File: src/rtl/core/crbm_pkg.sv
package crbm_pkg;

  localparam int IMAGE_SEGMENTS_DEF = 16;
  localparam int SEGMENT_BYTES      = 16384;
  localparam int SEG_OFS_W          = 14;
  localparam int SEG_W              = 4;
  localparam int ADDR_W             = SEG_W + SEG_OFS_W;
  localparam int SEG_SUM_W          = 6;

  localparam logic [15:0] WINDOW_BASE = 16'h4000;
  localparam logic [15:0] WINDOW_TOP  = 16'hC000;

  localparam logic [15:0] SEL_LO      = 16'h6000;
  localparam logic [15:0] SEL_HI      = 16'h8000;
  localparam logic [15:0] A16_SEL_HI  = 16'h7800;
  localparam logic [15:0] A16_GAP     = 16'h0800;
  localparam logic [15:0] SCC_SEL_LO  = 16'h5000;
  localparam logic [15:0] K8_SEL_HI   = 16'hC000;
  localparam logic [15:0] SCC_MASK    = 16'h1800;
  localparam logic [15:0] SCC_MATCH   = 16'h1000;

  localparam logic [2:0] KIND_PLAIN  = 3'd0;
  localparam logic [2:0] KIND_ASCII8 = 3'd1;
  localparam logic [2:0] KIND_ASCII16 = 3'd2;
  localparam logic [2:0] KIND_K8     = 3'd3;
  localparam logic [2:0] KIND_K8_SCC = 3'd4;

  localparam logic [1:0] MODE_LOAD  = 2'd0;
  localparam logic [1:0] MODE_READ  = 2'd1;
  localparam logic [1:0] MODE_WRITE = 2'd2;

  localparam logic [1:0] REG_KIND    = 2'd0;
  localparam logic [1:0] REG_COUNT   = 2'd1;
  localparam logic [1:0] REG_BASE    = 2'd2;
  localparam logic [1:0] REG_ENABLE  = 2'd3;

  typedef struct packed {
    logic        start;
    logic [2:0]  kind;
    logic [5:0]  count;
    logic [15:0] addr;
    logic [7:0]  data;
  } bank_req_t;

endpackage

File: src/rtl/core/crbm_bank.sv
module crbm_bank
  import crbm_pkg::*;
(
  input  logic      clk,
  input  logic      rst,
  input  bank_req_t req,
  input  logic [1:0] rd_slot,
  output logic [4:0] rd_bank,
  output logic       done
);

  typedef enum logic {
    S_IDLE,
    S_RUN
  } state_t;

  state_t      state;
  logic [4:0]  banks [4];
  logic        hit;
  logic [1:0]  sel_slot;
  logic [1:0]  slot;
  logic [5:0]  divisor;
  logic [5:0]  div_next;
  logic [7:0]  dividend;
  logic [5:0]  rem;
  logic [6:0]  trial;
  logic [5:0]  rem_next;
  logic [2:0]  step;

  assign rd_bank = banks[rd_slot];

  always_comb begin
    hit      = 1'b0;
    sel_slot = 2'd0;
    unique case (req.kind)
      KIND_ASCII8: begin
        if (req.addr >= SEL_LO && req.addr < SEL_HI) begin
          hit      = 1'b1;
          sel_slot = req.addr[12:11];
        end
      end
      KIND_ASCII16: begin
        if (req.addr >= SEL_LO && req.addr < A16_SEL_HI &&
            (req.addr & A16_GAP) == 16'h0000) begin
          hit      = 1'b1;
          sel_slot = {1'b0, req.addr[12]};
        end
      end
      KIND_K8: begin
        if (req.addr >= SEL_LO && req.addr < K8_SEL_HI) begin
          hit      = 1'b1;
          sel_slot = req.addr[14:13] - 2'd2;
        end
      end
      KIND_K8_SCC: begin
        if (req.addr >= SCC_SEL_LO && req.addr < K8_SEL_HI &&
            (req.addr & SCC_MASK) == SCC_MATCH) begin
          hit      = 1'b1;
          sel_slot = req.addr[14:13] - 2'd2;
        end
      end
      default: begin
        hit = 1'b0;
      end
    endcase
  end

  always_comb begin
    if (req.count == 6'd0) begin
      div_next = 6'd1;
    end else if (req.count > 6'd32) begin
      div_next = 6'd32;
    end else begin
      div_next = req.count;
    end
  end

  // restoring remainder, one dividend bit a cycle
  always_comb begin
    trial = {rem, dividend[7]};
    if (trial >= {1'b0, divisor}) begin
      rem_next = 6'(trial - {1'b0, divisor});
    end else begin
      rem_next = trial[5:0];
    end
  end

  always_ff @(posedge clk) begin
    if (rst) begin
      state <= S_IDLE;
      done  <= 1'b0;
      step  <= 3'd0;
      for (int i = 0; i < 4; i++) begin
        banks[i] <= 5'(i);
      end
    end else begin
      done <= 1'b0;
      unique case (state)
        S_IDLE: begin
          if (req.start) begin
            if (hit) begin
              state    <= S_RUN;
              slot     <= sel_slot;
              divisor  <= div_next;
              dividend <= req.data;
              rem      <= 6'd0;
              step     <= 3'd0;
            end else begin
              done <= 1'b1;
            end
          end
        end
        S_RUN: begin
          rem      <= rem_next;
          dividend <= {dividend[6:0], 1'b0};
          step     <= step + 3'd1;
          if (step == 3'd7) begin
            banks[slot] <= rem_next[4:0];
            done        <= 1'b1;
            state       <= S_IDLE;
          end
        end
        default: begin
          state <= S_IDLE;
        end
      endcase
    end
  end

endmodule

File: config.mk
export PLATFORM = sky130hd
export DESIGN_NAME = crbm_bank
export DESIGN_NICKNAME = d
export VERILOG_FILES = /design/src/rtl/core/crbm_pkg.sv /design/src/rtl/core/crbm_bank.sv
export SDC_FILE = /design/constraint.sdc
export NUM_CORES = 1
export LEC_CHECK = 0
export BUFFER_PORTS_ARGS = -buffer_cell sky130_fd_sc_hd__buf_2
export CORE_ASPECT_RATIO = 1.25
export CORE_MARGIN = 5
export CORE_UTILIZATION = 40
export CTS_CLUSTER_SIZE = 14
export DETAILED_ROUTE_END_ITERATION = 12
export SETUP_SLACK_MARGIN = 0.1
export SLEW_MARGIN = 10
export SYNTH_ARGS = -nofsm -noshare
export SYNTH_HDL_FRONTEND = slang
export SYNTH_SLANG_ARGS = --single-unit
File: constraint.sdc
create_clock -name clk -period 5 [get_ports clk]
set_input_delay 0.5 -clock clk [delete_from_list [all_inputs] [get_ports clk]]
set_output_delay 0.5 -clock clk [all_outputs]
set_load 0.01 [all_outputs]
==> After elaboration in Yosys (flattened, before gate mapping) <==
Memory sizes are Yosys's and may differ from the RTL's.
Index checks and enable logic that the tools add are counted.
{ "word_totals": {"reg_bits": 27, "mem_bits_rw": 20, "in_bits": 38, "out_inout_bits": 6, "wordCells": 79, "mem_count": 1} }
{ "mem_list": {"columns": ["memory", "depth", "width", "rd", "rd_ports_with_merged_regs", "write_ports", "line", "rtl"], "rows": [
  ["banks", 4, 5, 1, 0, 4, "crbm_bank.sv:18", "logic [4:0] banks [4];"]
]} }
{ "classes": {"add_sub_neg": 3, "order_cmp": 7, "eq_ne": 8, "n_mux": 37, "bitwise": 2, "reduce_logical": 13} }
{ "ops": {"columns": ["cell", "n"], "rows": [
  ["16-bit by 15-bit >= comparator with 1-bit output, second input constant", 2],
  ["16-bit < comparator, second input constant", 2],
  ["6-bit 2-to-1 mux", 4],
  ["1-bit 2-to-1 mux", 17],
  ["16-bit logical NOT", 1],
  ["16-bit by 15-bit < comparator with 1-bit output, second input constant", 1],
  ["8-bit 2-to-1 mux", 2],
  ["8-bit one-hot mux with 2 select lines", 1],
  ["6-bit one-hot mux with 2 select lines", 1],
  ["2-bit 2-to-1 mux", 4],
  ["2-bit one-hot mux with 4 select lines", 1],
  ["7-bit by 6-bit >= comparator with 1-bit output", 1],
  ["3-bit by 2-bit equality test with 1-bit output, second input constant", 2],
  ["3-bit equality test, second input constant", 2],
  ["6-bit greater-than comparator, second input constant", 1],
  ["1-bit logical AND", 6],
  ["6-bit logical NOT", 1],
  ["3-bit 2-to-1 mux", 2],
  ["3-bit one-hot mux with 2 select lines", 1],
  ["6-bit subtractor", 1],
  ["5-bit 2-to-1 mux", 1],
  ["5-bit OR reduction", 1],
  ["2-bit inequality test, second input constant", 2],
  ["1-bit one-hot mux with 2 select lines", 2],
  ["other kinds (10)", 11]
]} }

==> Depth between registers and ports, before layout <==
Gate-level depths: netlist of the first run.
{ "logic_depth": {"word_depth": 8, "ltp_mapped": 8, "mapped_depth_nobuf": 8} }

==> Worst setup path before layout of the first run <==
OpenSTA, ideal clock, no wires.
{ "synth_timing": {"path_type": "input -> register", "startpoint": "input port req[19] in the netlist's numbering", "endpoint": "register dividend[0], enable pin", "setup_time_ns": 0.390, "arrival_time_ns": 1.899, "required_ns": 4.610, "setup_slack_ns": 2.711, "cell_stages": 5, "path_cell_list": "nor2_1 > nor3b_1 > o21ai_1 > and2_1 > o22ai_1"} }
{ "synth_between": {"elab_chain_len": 7, "word_cells_on_any_way": 20, "cone_classes": "order compare (5); eq/ne (2); mux (5); reduce/logical (8)"} }
{ "synth_lines": {"columns": ["element", "line", "rtl"], "rows": [
  ["start, declared", "crbm_bank.sv:6", "input bank_req_t req,"],
  ["16-bit by 15-bit >= comparator with 1-bit output, or another cell as far along", "crbm_bank.sv:56", "if (req.addr >= SCC_SEL_LO && req.addr < K8_SEL_HI &&"],
  ["1-bit logical AND, on equally long branches (2 in a row)", "crbm_bank.sv:56, crbm_bank.sv:43", null],
  ["1-bit 2-to-1 mux, on equally long branches", "crbm_bank.sv:56, crbm_bank.sv:43", null],
  ["1-bit one-hot mux with 4 select lines *", "crbm_bank.sv:35", "unique case (req.kind)"],
  ["2-bit inequality test (no line) *", null, null],
  ["3-bit AND reduction (no line) *", null, null],
  ["end signal, assigned", "crbm_bank.sv:105", "dividend <= req.data;"],
  ["end signal, assigned", "crbm_bank.sv:115", "dividend <= {dividend[6:0], 1'b0};"],
  ["end, declared", "crbm_bank.sv:24", "logic [7:0] dividend;"]
]} }
Every way passes the cells marked *; elsewhere a longest branch is shown, timed or not.
A chain may end at the register's enable or synchronous reset.

==> Final worst setup path of the first run <==
{ "layout_timing": {"startpoint": "register state", "endpoint": "register dividend[2], enable pin"} }
{ "layout_between": {"elab_chain_len": 3, "word_cells_on_any_way": 4, "cone_classes": "eq/ne (2); bitwise (1); reduce/logical (1)"} }
{ "layout_lines": {"columns": ["element", "line", "rtl"], "rows": [
  ["start, declared", "crbm_bank.sv:17", "state_t state;"],
  ["start signal, assigned", "crbm_bank.sv:90", "state <= S_IDLE;"],
  ["start signal, assigned", "crbm_bank.sv:102", "state <= S_RUN;"],
  ["start signal, assigned", "crbm_bank.sv:120", "state <= S_IDLE;"],
  ["1-bit NOT (no line) *", null, null],
  ["2-bit inequality test (no line)", null, null],
  ["3-bit AND reduction (no line) *", null, null]
]} }
Marks and branches as above.

==> run_results.csv, run 1 <==
group,metric,value,unit
run_status,outcome,"complete, no violations",
logic_synthesis,netlist_instances,216,
layout,diodes,0,
worst_setup_path,critPathArrivalTime,2220,ps
layout,layout_common_cells,"42 x edfxtp_1, 32 x buf_2, 23 x nand2_1",
floorplan,coreArea,6166,µm²
worst_setup_path,startpoint,"state$_SDFF_PP0_",
worst_setup_path,crit_fanout,18,
layout,layout_commonest_cell,"edfxtp_1",
cts,postCtsHoldBufs,0,
cts,clk_latency,300,ps
placed_design,place_inst,327,
power_and_ir_drop,power.leakage,0.001039,µW
timing,max_freq,453.5,MHz
logic_synthesis,synth_top_area_share,0.4963,
worst_setup_path,endpoint_kind,"register",
logic_synthesis,yosys-mux-area-fraction,0.07533,
logic_synthesis,synth_compound_area_frac,0.1497,
grt,grt_pass1_vias,1784,
grt,grt_pass1_wl,8.217,mm
cts,cts_resized,0,
logic_synthesis,async_flop_share,0,
placed_design,numPortBuffers,32,
timing,hold_viol,0,
cts,clkSinkCount,47,
logic_synthesis,yosys_warnings,0,
floorplan,dieArea,8057,µm²
worst_setup_path,start_kind,"register",
cts,cts_buffers,5,
timing,min_period,2205,ps
power_and_ir_drop,power,787.8,µW
layout,nFillCells,620,
floorplan,die_x,81.29,µm
logic_synthesis,syn_area_per_cell,11.76,µm²
worst_setup_path,required,5010,ps
floorplan,pin_count,44,
grt,grt_usage,0.1321,
drt,drtIter0Drc,67,
timing,slew_headroom,0.2833,
logic_synthesis,yosys-top-cells-area,"edfxtp_1 50%, mux4_2 4.4%, dfxtp_1 3.9%",
min_path,hp-start,"req[29]",
cts,clk_pin_slew,80,ps
drt,ant_nets,0,
drt,routedWlPerCell,14.60,µm
drt,vias,1726,
logic_synthesis,synth_top_family_by_area,"simple AND/OR/NAND/NOR gates",
drt,viasPerCell,5.152,
layout,syn_to_final_growth,13.74,%
logic_synthesis,synthAdderAreaFrac,0.04727,
power_and_ir_drop,ir_drop,0.0001231,V
logic_synthesis,synth.net_count,263,
grt,grt_max_degree,19,
logic_synthesis,ys_ff_latch,47,
logic_synthesis,ys_seq_area_frac,0.5357,
layout,drive_gt1_frac,0.2640,
logic_synthesis,synth_simple_gate_area_share,0.1531,
layout,multiInputGateArea,1090,µm²
logic_synthesis,synthesis.area,2541,µm²
layout,layoutNonFillerInstCount,335,
cts,cts_tree,"built",
cts,htree_levels,2,
cts,cts-root-buf,"clkbuf_8",
layout,layout.nets,296,
placed_design,gp_congestion,0.8368,
drt,firstDrtPassIters,4,
worst_setup_path,crit_type,"reg -> reg",
drt,finalWirelength,4.891,mm
logic_synthesis,yosysUniqueCellTypes,49,
logic_synthesis,yosysTopAreaCell,"edfxtp_1",
timing,drv_slew,0,
grt,overflow,0,
timing,fin_skew,7.224,ps
floorplan,die_h,99.12,µm
placed_design,dp_hpwl,3.888,mm
floorplan,initial_utilization,0.4121,
timing,setup-tns-final,0,ps
min_path,min_path_type,"in -> reg",
worst_setup_path,timing.rr.start,"state$_SDFF_PP0_",
timing,grt_setup_unrepaired,"false",
grt,antenna_found_initial,0,
layout,regArea,1361,µm²
run,maxCapViolCount,0,
timing,period_share,0.4410,
power_and_ir_drop,power_density,272.6,nW/µm²
cts,post-cts-setup-buffer-count,0,
timing,setup_viol,0,
placed_design,post-place-ws,2678,ps
layout,utilization,0.4688,
drt,drc,0,
timing,worst_slack,2795,ps
timing,worstMarginPinSlew,1062,ps
logic_synthesis,synth_edf_count,42,
logic_synthesis,synth_xor_area_frac,0.003447,
logic_synthesis,ys.flop_type,"edfxtp_1",
floorplan,num_rows,32,
cts,clockBufferDepth,2,
## stage by stage
| step | hold slack [ps] | instance area (µm²) |
|---|---|---|
| 2_1_floorplan | 451.0 | 2541 |
| 3_3_place_gp | 466.6 | 2779 |
| 3_5_place_dp | 468.9 | 2779 |
| 4_1_cts | 435.0 | 2890 |
| 5_1_grt | 443.3 | 2890 |
| 6_report | 441.7 | 2890 |
## synthesized netlist by cell type (2+ instances only)
library cell	instances
nand2b_1	3
nor2b_1	6
buf_2	2
o21a_1	2
nor2_1	17
and3_1	2
nor4_1	2
a31oi_1	3
nand3_1	7
nand3b_1	2
ha_1	8
o21ai_1	2
nand2_1	23
dfxtp_1	5
a21oi_1	16
o32ai_1	6
nor3b_1	3
edfxtp_1	42
clkbuf_1	4
inv_1	12
o21ai_0	5
mux2_2	7
o21ai_2	2
o41ai_1	3
nor3_1	4
mux4_2	5
## worst max-delay path: stages, from the launching register on
cell,delay [ps]
dfxtp_1,800
inv_1,380
o22ai_1,450
buf_4,280
## cells by family (layout without fill, tap and decap cells)
family / count (synthesis) / count (layout)
DFF: 47 / 47
xor gates and xnor gates: 1 / 1
adders and majority gates: 9 / 9
AOI/OAI and AO/OA: 51 / 51
and+or+nand+nor: 76 / 76
buffers and inverters: 20 / 54
muxes: 12 / 12
## routing by layer
metal / global-route usage / routed length (µm) / up-vias
met4: 0.04811 / 81 / 0
met3: 0.02899 / 167 / 6
met1: 0.1553 / 2076 / 806
li1: - / - / 887
met5: 0 / 0 / -
met2: 0.2315 / 2565 / 27
## path summary, 6_finish.rpt
kind,end,slack [ps],depth (start not counted)
setup reg to reg,dividend[2]$_DFFE_PP_,2790,3
hold / removal,divisor[5]$_SDFFCE_PP0P_,440,1
hold reg to reg,step[1]$_SDFFE_PP0P_,480,2
setup / recovery,dividend[2]$_DFFE_PP_,2790,3
## final cells by class
| cell class | count | area share |
|---|---|---|
| flip-flops and latches | 47 | 0.4710 |
| clock inverters | 3 | 0.01472 |
| well taps | 85 | 0.03680 |
| multi-input cells | 149 | 0.3771 |
| repair buffers | 33 | 0.05801 |
| inverters | 13 | 0.01861 |
| clock buffers | 5 | 0.02381 |
## state kept, by name, indices dropped and copies added (netlist names)
signal	count
state	1
dividend	8
step	3
rem	6
slot	2
banks	20
done	1
divisor	6
## power breakdown
group	switching (µW)	leakage [µW]	internal (µW)	total, µW
logic	38.9	0.000551	31.9	70.9
registers	5.69	0.000432	436	442
clock network	126	0.0000562	149	275
total	171	0.00104	617	788
Note: power is estimated with default switching activity, not from simulation.
==> inputs of run 2 (changes only) <==
Clock period 5 ns to 2.1 ns, I/O delays scaled along.
==> run 2 against run 1 <==
  * Hold slack worse by 280 ps
  * Die area is the same
  * Final area rose by 7.6%
  * Critical path type unchanged
==> run_results.csv, run 2 (synthesis gave the netlist of run 1 again) <==
group,metric,value,unit
run_status,outcome,"complete, no violations",
timing,period_share,0.9466,
grt,grt_pass1_vias,1802,
power_and_ir_drop,power_density,598.6,nW/µm²
run,maxCapViolCount,0,
power_and_ir_drop,power.leakage,0.001104,µW
min_path,hp-start,"req[29]",
timing,slew_headroom,0.5321,
floorplan,dieArea,8057,µm²
floorplan,initial_utilization,0.4121,
timing,fin_skew,7.578,ps
power_and_ir_drop,power,1861,µW
timing,setup-tns-final,0,ps
cts,clockBufferDepth,2,
worst_setup_path,startpoint,"rem[1]$_SDFFCE_PN0P_",
floorplan,die_x,81.29,µm
timing,max_freq,503.1,MHz
worst_setup_path,crit_fanout,6,
timing,worstMarginPinSlew,690.9,ps
drt,drc,0,
drt,firstDrtPassIters,4,
worst_setup_path,endpoint_kind,"register",
placed_design,numPortBuffers,32,
drt,routedWlPerCell,14.94,µm
cts,postCtsHoldBufs,0,
placed_design,gp_congestion,0.8273,
cts,cts-root-buf,"clkbuf_8",
drt,viasPerCell,5.213,
min_path,min_path_type,"in -> reg",
floorplan,num_rows,32,
placed_design,dp_hpwl,3.914,mm
layout,nFillCells,589,
layout,layout_commonest_cell,"edfxtp_1",
floorplan,coreArea,6166,µm²
cts,cts_tree,"built",
grt,grt_max_degree,16,
timing,hold_viol,0,
power_and_ir_drop,ir_drop,0.0002356,V
timing,drv_slew,0,
drt,vias,1809,
cts,clkSinkCount,47,
layout,largest_reg_flops,20,
cts,cts_buffers,5,
layout,syn_to_final_growth,22.35,%
grt,antenna_found_initial,0,
floorplan,pin_count,44,
worst_setup_path,critPathArrivalTime,2150,ps
cts,clk_latency,310,ps
layout,regMostFlops,"banks",
layout,drive_gt1_frac,0.3702,
layout,layout.nets,308,
timing,min_period,1988,ps
worst_setup_path,start_kind,"register",
worst_setup_path,crit_type,"reg -> reg",
grt,grt_usage,0.1370,
drt,ant_nets,0,
floorplan,die_h,99.12,µm
grt,grt_pass1_wl,8.349,mm
worst_setup_path,required,2260,ps
layout,top_regs,"banks x20, dividend x8",
layout,diodes,0,
drt,drtIter0Drc,92,
worst_setup_path,timing.rr.start,"rem[1]$_SDFFCE_PN0P_",
timing,grt_setup_unrepaired,"true",
cts,clk_pin_slew,90,ps
grt,overflow,0,
layout,layout_common_cells,"42 x edfxtp_1, 32 x buf_2, 23 x nand2_1",
timing,setup_viol,0,
cts,htree_levels,2,
drt,finalWirelength,5.183,mm
run 2: changes by cell type in the layout (fill, tap and decap cells not counted), sizes merged:
cell	delta
clkinv	-1
clkbuf	+2
inv	-1
bufinv	-1
buf	+12
clkinvlp	+1
run 2: area by class of cell:
class                           instances  area (µm²)  area share
Clock buffer                            7       97.59     0.03139
Clock inverter                          1       7.507    0.002414
Inverter                               13       53.80     0.01730
Multi-Input combinational cell        149        1225      0.3940
Sequential cell                        47        1361      0.4378
Tap cell                               85       106.4     0.03421
Timing Repair Buffer                   45       257.7     0.08290
run 2: critical path: stages (launching register included):
cell      delay, ps
edfxtp_1        460
ha_4            340
nand4_1         190
o21a_4          300
a211o_2         390
a21oi_1         160
run 2: routing by layer:
metal | share of wire | GRT usage | up-vias
li1 | - | - | 911
met1 | 0.42 | 0.1584 | 846
met2 | 0.52 | 0.2346 | 40
met3 | 0.040 | 0.02536 | 12
met4 | 0.026 | 0.07412 | 0
met5 | 0 | 0 | -
run 2: timing repair:
| item | 4_1_cts | 5_1_grt |
|---|---|---|
| endpoints found under the setup margin | 11 | 19 |
| setup buffers | 0 | 2 |
| resized for setup | 4 | 20 |
| pin swaps | 0 | 6 |
| cloned | 0 | 0 |
| endpoints found under the hold margin | 0 | 0 |
run 2: stage by stage:
stage | cell area (µm²) | setup WS [ps] | hold WS (ps) | cells | utilization
after floorplan | 2541 | 100.7 | 376.7 | 216 | -
after global placement | 2854 | 53.90 | 467.0 | 337 | 0.4629
after detailed placement | 2854 | 30.69 | 475.1 | 337 | 0.4629
after CTS | 2984 | 101.6 | 159.4 | 345 | 0.4840
after global routing | 3109 | 53.36 | 159.5 | 347 | 0.5043
final | 3109 | 112.2 | 157.9 | 347 | 0.5043
run 2: worst paths after layout:
kind	end	slack [ps]	cells past startpoint
max	banks[1][3]$_SDFFCE_PN0P_	110	5
min	divisor[5]$_SDFFCE_PP0P_	160	1
max reg2reg	banks[1][3]$_SDFFCE_PN0P_	110	5
min reg2reg	step[1]$_SDFFE_PP0P_	490	2
run 2: where the power goes:
group / internal, µW / switching, µW
logic: 90.3 / 106
clock network: 307 / 308
registers: 1040 / 10.6
==> inputs of run 3 (changes only) <==
Settings changed: CTS_CLUSTER_SIZE 14 to 25, REMOVE_ABC_BUFFERS from default to 1.
==> run 3 against run 2 <==
  * Wire length is 0.29% higher
  * Total power shrank 3.3%
  * Non-clock buffer count down 1
  * Die area stayed put
  * Register-to-register slack got worse by 20 ps
  * Critical path depth rose by 1
  * Fmax is 0.98% lower
  * Critical endpoint is now banks[3][1]$_DFFE_PP_
  * Largest power group unchanged
  * Highest routed layer unchanged
==> run_results.csv, run 3 (synthesis gave the netlist of run 1 again) <==
group,metric,value,unit
timing,grt_setup_unrepaired,"true",
cts,htree_levels,2,
placed_design,numPortBuffers,32,
power_and_ir_drop,ir_drop,0.0003496,V
grt,grt_usage,0.1316,
run,maxCapViolCount,0,
floorplan,initial_utilization,0.4121,
layout,final_cell_area,3129,µm²
worst_setup_path,required,2140,ps
timing,drv_slew,0,
drt,ant_nets,0,
cts,clockBufferDepth,2,
power_and_ir_drop,power_density,575.3,nW/µm²
floorplan,die_x,81.29,µm
layout,layout.nets,307,
drt,viasPerCell,5.344,
drt,firstDrtPassIters,6,
grt,grt_pass1_wl,8.121,mm
cts,cts_tree,"built",
timing,setup_viol,0,
min_path,hold_end,"divisor[5]$_SDFFCE_PP0P_",
placed_design,dp_hpwl,3.945,mm
cts,cts_buffers,5,
drt,vias,1849,
placed_design,gp_congestion,0.8276,
layout,largest_reg_flops,20,
worst_setup_path,rrSetupSlack,90,ps
min_path,hp-start,"req[29]",
layout,regMostFlops,"banks",
cts,cts-root-buf,"clkbuf_8",
worst_setup_path,crit_fanout,6,
floorplan,coreArea,6166,µm²
worst_setup_path,worstPathCellList,"ha_4 -> nor2_2 -> a21oi_4 -> o31ai_4 -> a21o_2 -> nand3_1",
min_path,min_path_type,"in -> reg",
layout,layout_commonest_cell,"edfxtp_1",
worst_setup_path,timing.rr.start,"rem[0]$_SDFFCE_PN0P_",
floorplan,pin_count,44,
layout,drive_gt1_frac,0.3831,
power_and_ir_drop,power.leakage,0.001103,µW
timing,period_share,0.9560,
timing,hold_viol,0,
grt,antenna_found_initial,0,
worst_setup_path,r2r-end,"banks[3][1]$_DFFE_PP_",
timing,setup-tns-final,0,ps
timing,slew_headroom,0.4801,
grt,grt_pass1_vias,1723,
worst_setup_path,slowest_stage,"edfxtp_1",
layout,layout_common_cells,"42 x edfxtp_1, 32 x buf_2, 21 x nand2_1",
cts,postCtsHoldBufs,0,
timing,worstMarginPinSlew,767.7,ps
grt,grt_max_degree,17,
floorplan,dieArea,8057,µm²
timing,max_freq,498.1,MHz
drt,drc,0,
worst_setup_path,endpoint_kind,"register",
cts,clkSinkCount,47,
layout,diodes,0,
floorplan,num_rows,32,
worst_setup_path,critPathMaxStageDelay,490,ps
layout,top_regs,"banks x20, dividend x8",
layout,nFillCells,574,
run_status,outcome,"complete, no violations",
grt,overflow,0,
cts,clk_latency,300,ps
timing,fin_skew,9.563,ps
drt,drtIter0Drc,110,
drt,routedWlPerCell,15.02,µm
worst_setup_path,crit_type,"reg -> reg",
worst_setup_path,rr_worst_depth,6,
floorplan,die_h,99.12,µm
placed_design,placed_area,2839,µm²
cts,clk_pin_slew,80,ps
min_path,hold_depth,1,
worst_setup_path,critPathArrivalTime,2050,ps
drt,finalWirelength,5.198,mm
worst_setup_path,start_kind,"register",
timing,min_period,2008,ps
layout,syn_to_final_growth,23.14,%
-- run 3: repair_timing --
item / in CTS / in global routing
pin swaps: 3 / 6
setup endpoints to repair: 15 / 29
gates resized for setup: 6 / 24
setup buffers: 0 / 3
-- run 3: critical path, delay by kind of cell (launching register included) --
kind            cells  cell delay, ps
compound gates      3             780
fa+ha+maj           1             210
flops               1             490
simple gates        2             280
-- run 3: worst max-delay path by stage --
stage                               startpoint                        end  cells past startpoint
final                     rem[0]$_SDFFCE_PN0P_      banks[3][1]$_DFFE_PP_                      6
after global routing      rem[1]$_SDFFCE_PN0P_  banks[2][3]$_SDFFCE_PN0P_                      6
after CTS                 rem[1]$_SDFFCE_PN0P_  banks[1][2]$_SDFFCE_PN0P_                      5
after detailed placement  rem[4]$_SDFFCE_PN0P_  banks[1][2]$_SDFFCE_PN0P_                      3
after global placement    rem[4]$_SDFFCE_PN0P_  banks[1][2]$_SDFFCE_PN0P_                      3
after floorplan               state$_SDFF_PP0_  dividend[0]$_SDFFCE_PP0P_                      2
-- run 3: cell type report --
cell class,count,area (µm²),area share
repair buffers,44,250.2,0.07997
well taps,85,106.4,0.03399
inverters,13,53.80,0.01719
clock inverters,1,5.005,0.001599
flip-flops and latches,47,1361,0.4350
multi-input cells,149,1266,0.4046
clock buffers,7,86.33,0.02759
-- run 3: report_power, final --
part | leakage, µW | internal (µW) | switching, µW | total (µW)
sequential | 0.000432 | 1040 | 10.8 | 1050
clock | 0.0000482 | 266 | 286 | 552
combinational | 0.000623 | 91.1 | 108 | 199
total | 0.00110 | 1400 | 404 | 1800
-- run 3: stage by stage --
| step | std cells | setup slack [ps] | hold WS [ps] | utilization | power (µW) |
|---|---|---|---|---|---|
| final | 346 | 92.49 | 171.0 | 0.5075 | 1800 |
| after global routing | 346 | 15.44 | 171.0 | 0.5075 | 1869 |
| after CTS | 343 | 74.92 | 161.4 | 0.4797 | 1797 |
| after detailed placement | 335 | -31.67 | 466.9 | 0.4604 | 1250 |
| after global placement | 335 | 34.25 | 463.1 | 0.4604 | 1246 |
| after floorplan | 209 | -2.109 | 308.9 | - | 1173 |
-- run 3: routing by layer --
metal / up-vias / part of all wire / global-route usage
met5: - / 0 / 0
li1: 912 / - / -
met3: 10 / 0.037 / 0.02536
met4: 0 / 0.021 / 0.06112
met1: 879 / 0.42 / 0.1581
met2: 48 / 0.52 / 0.2233
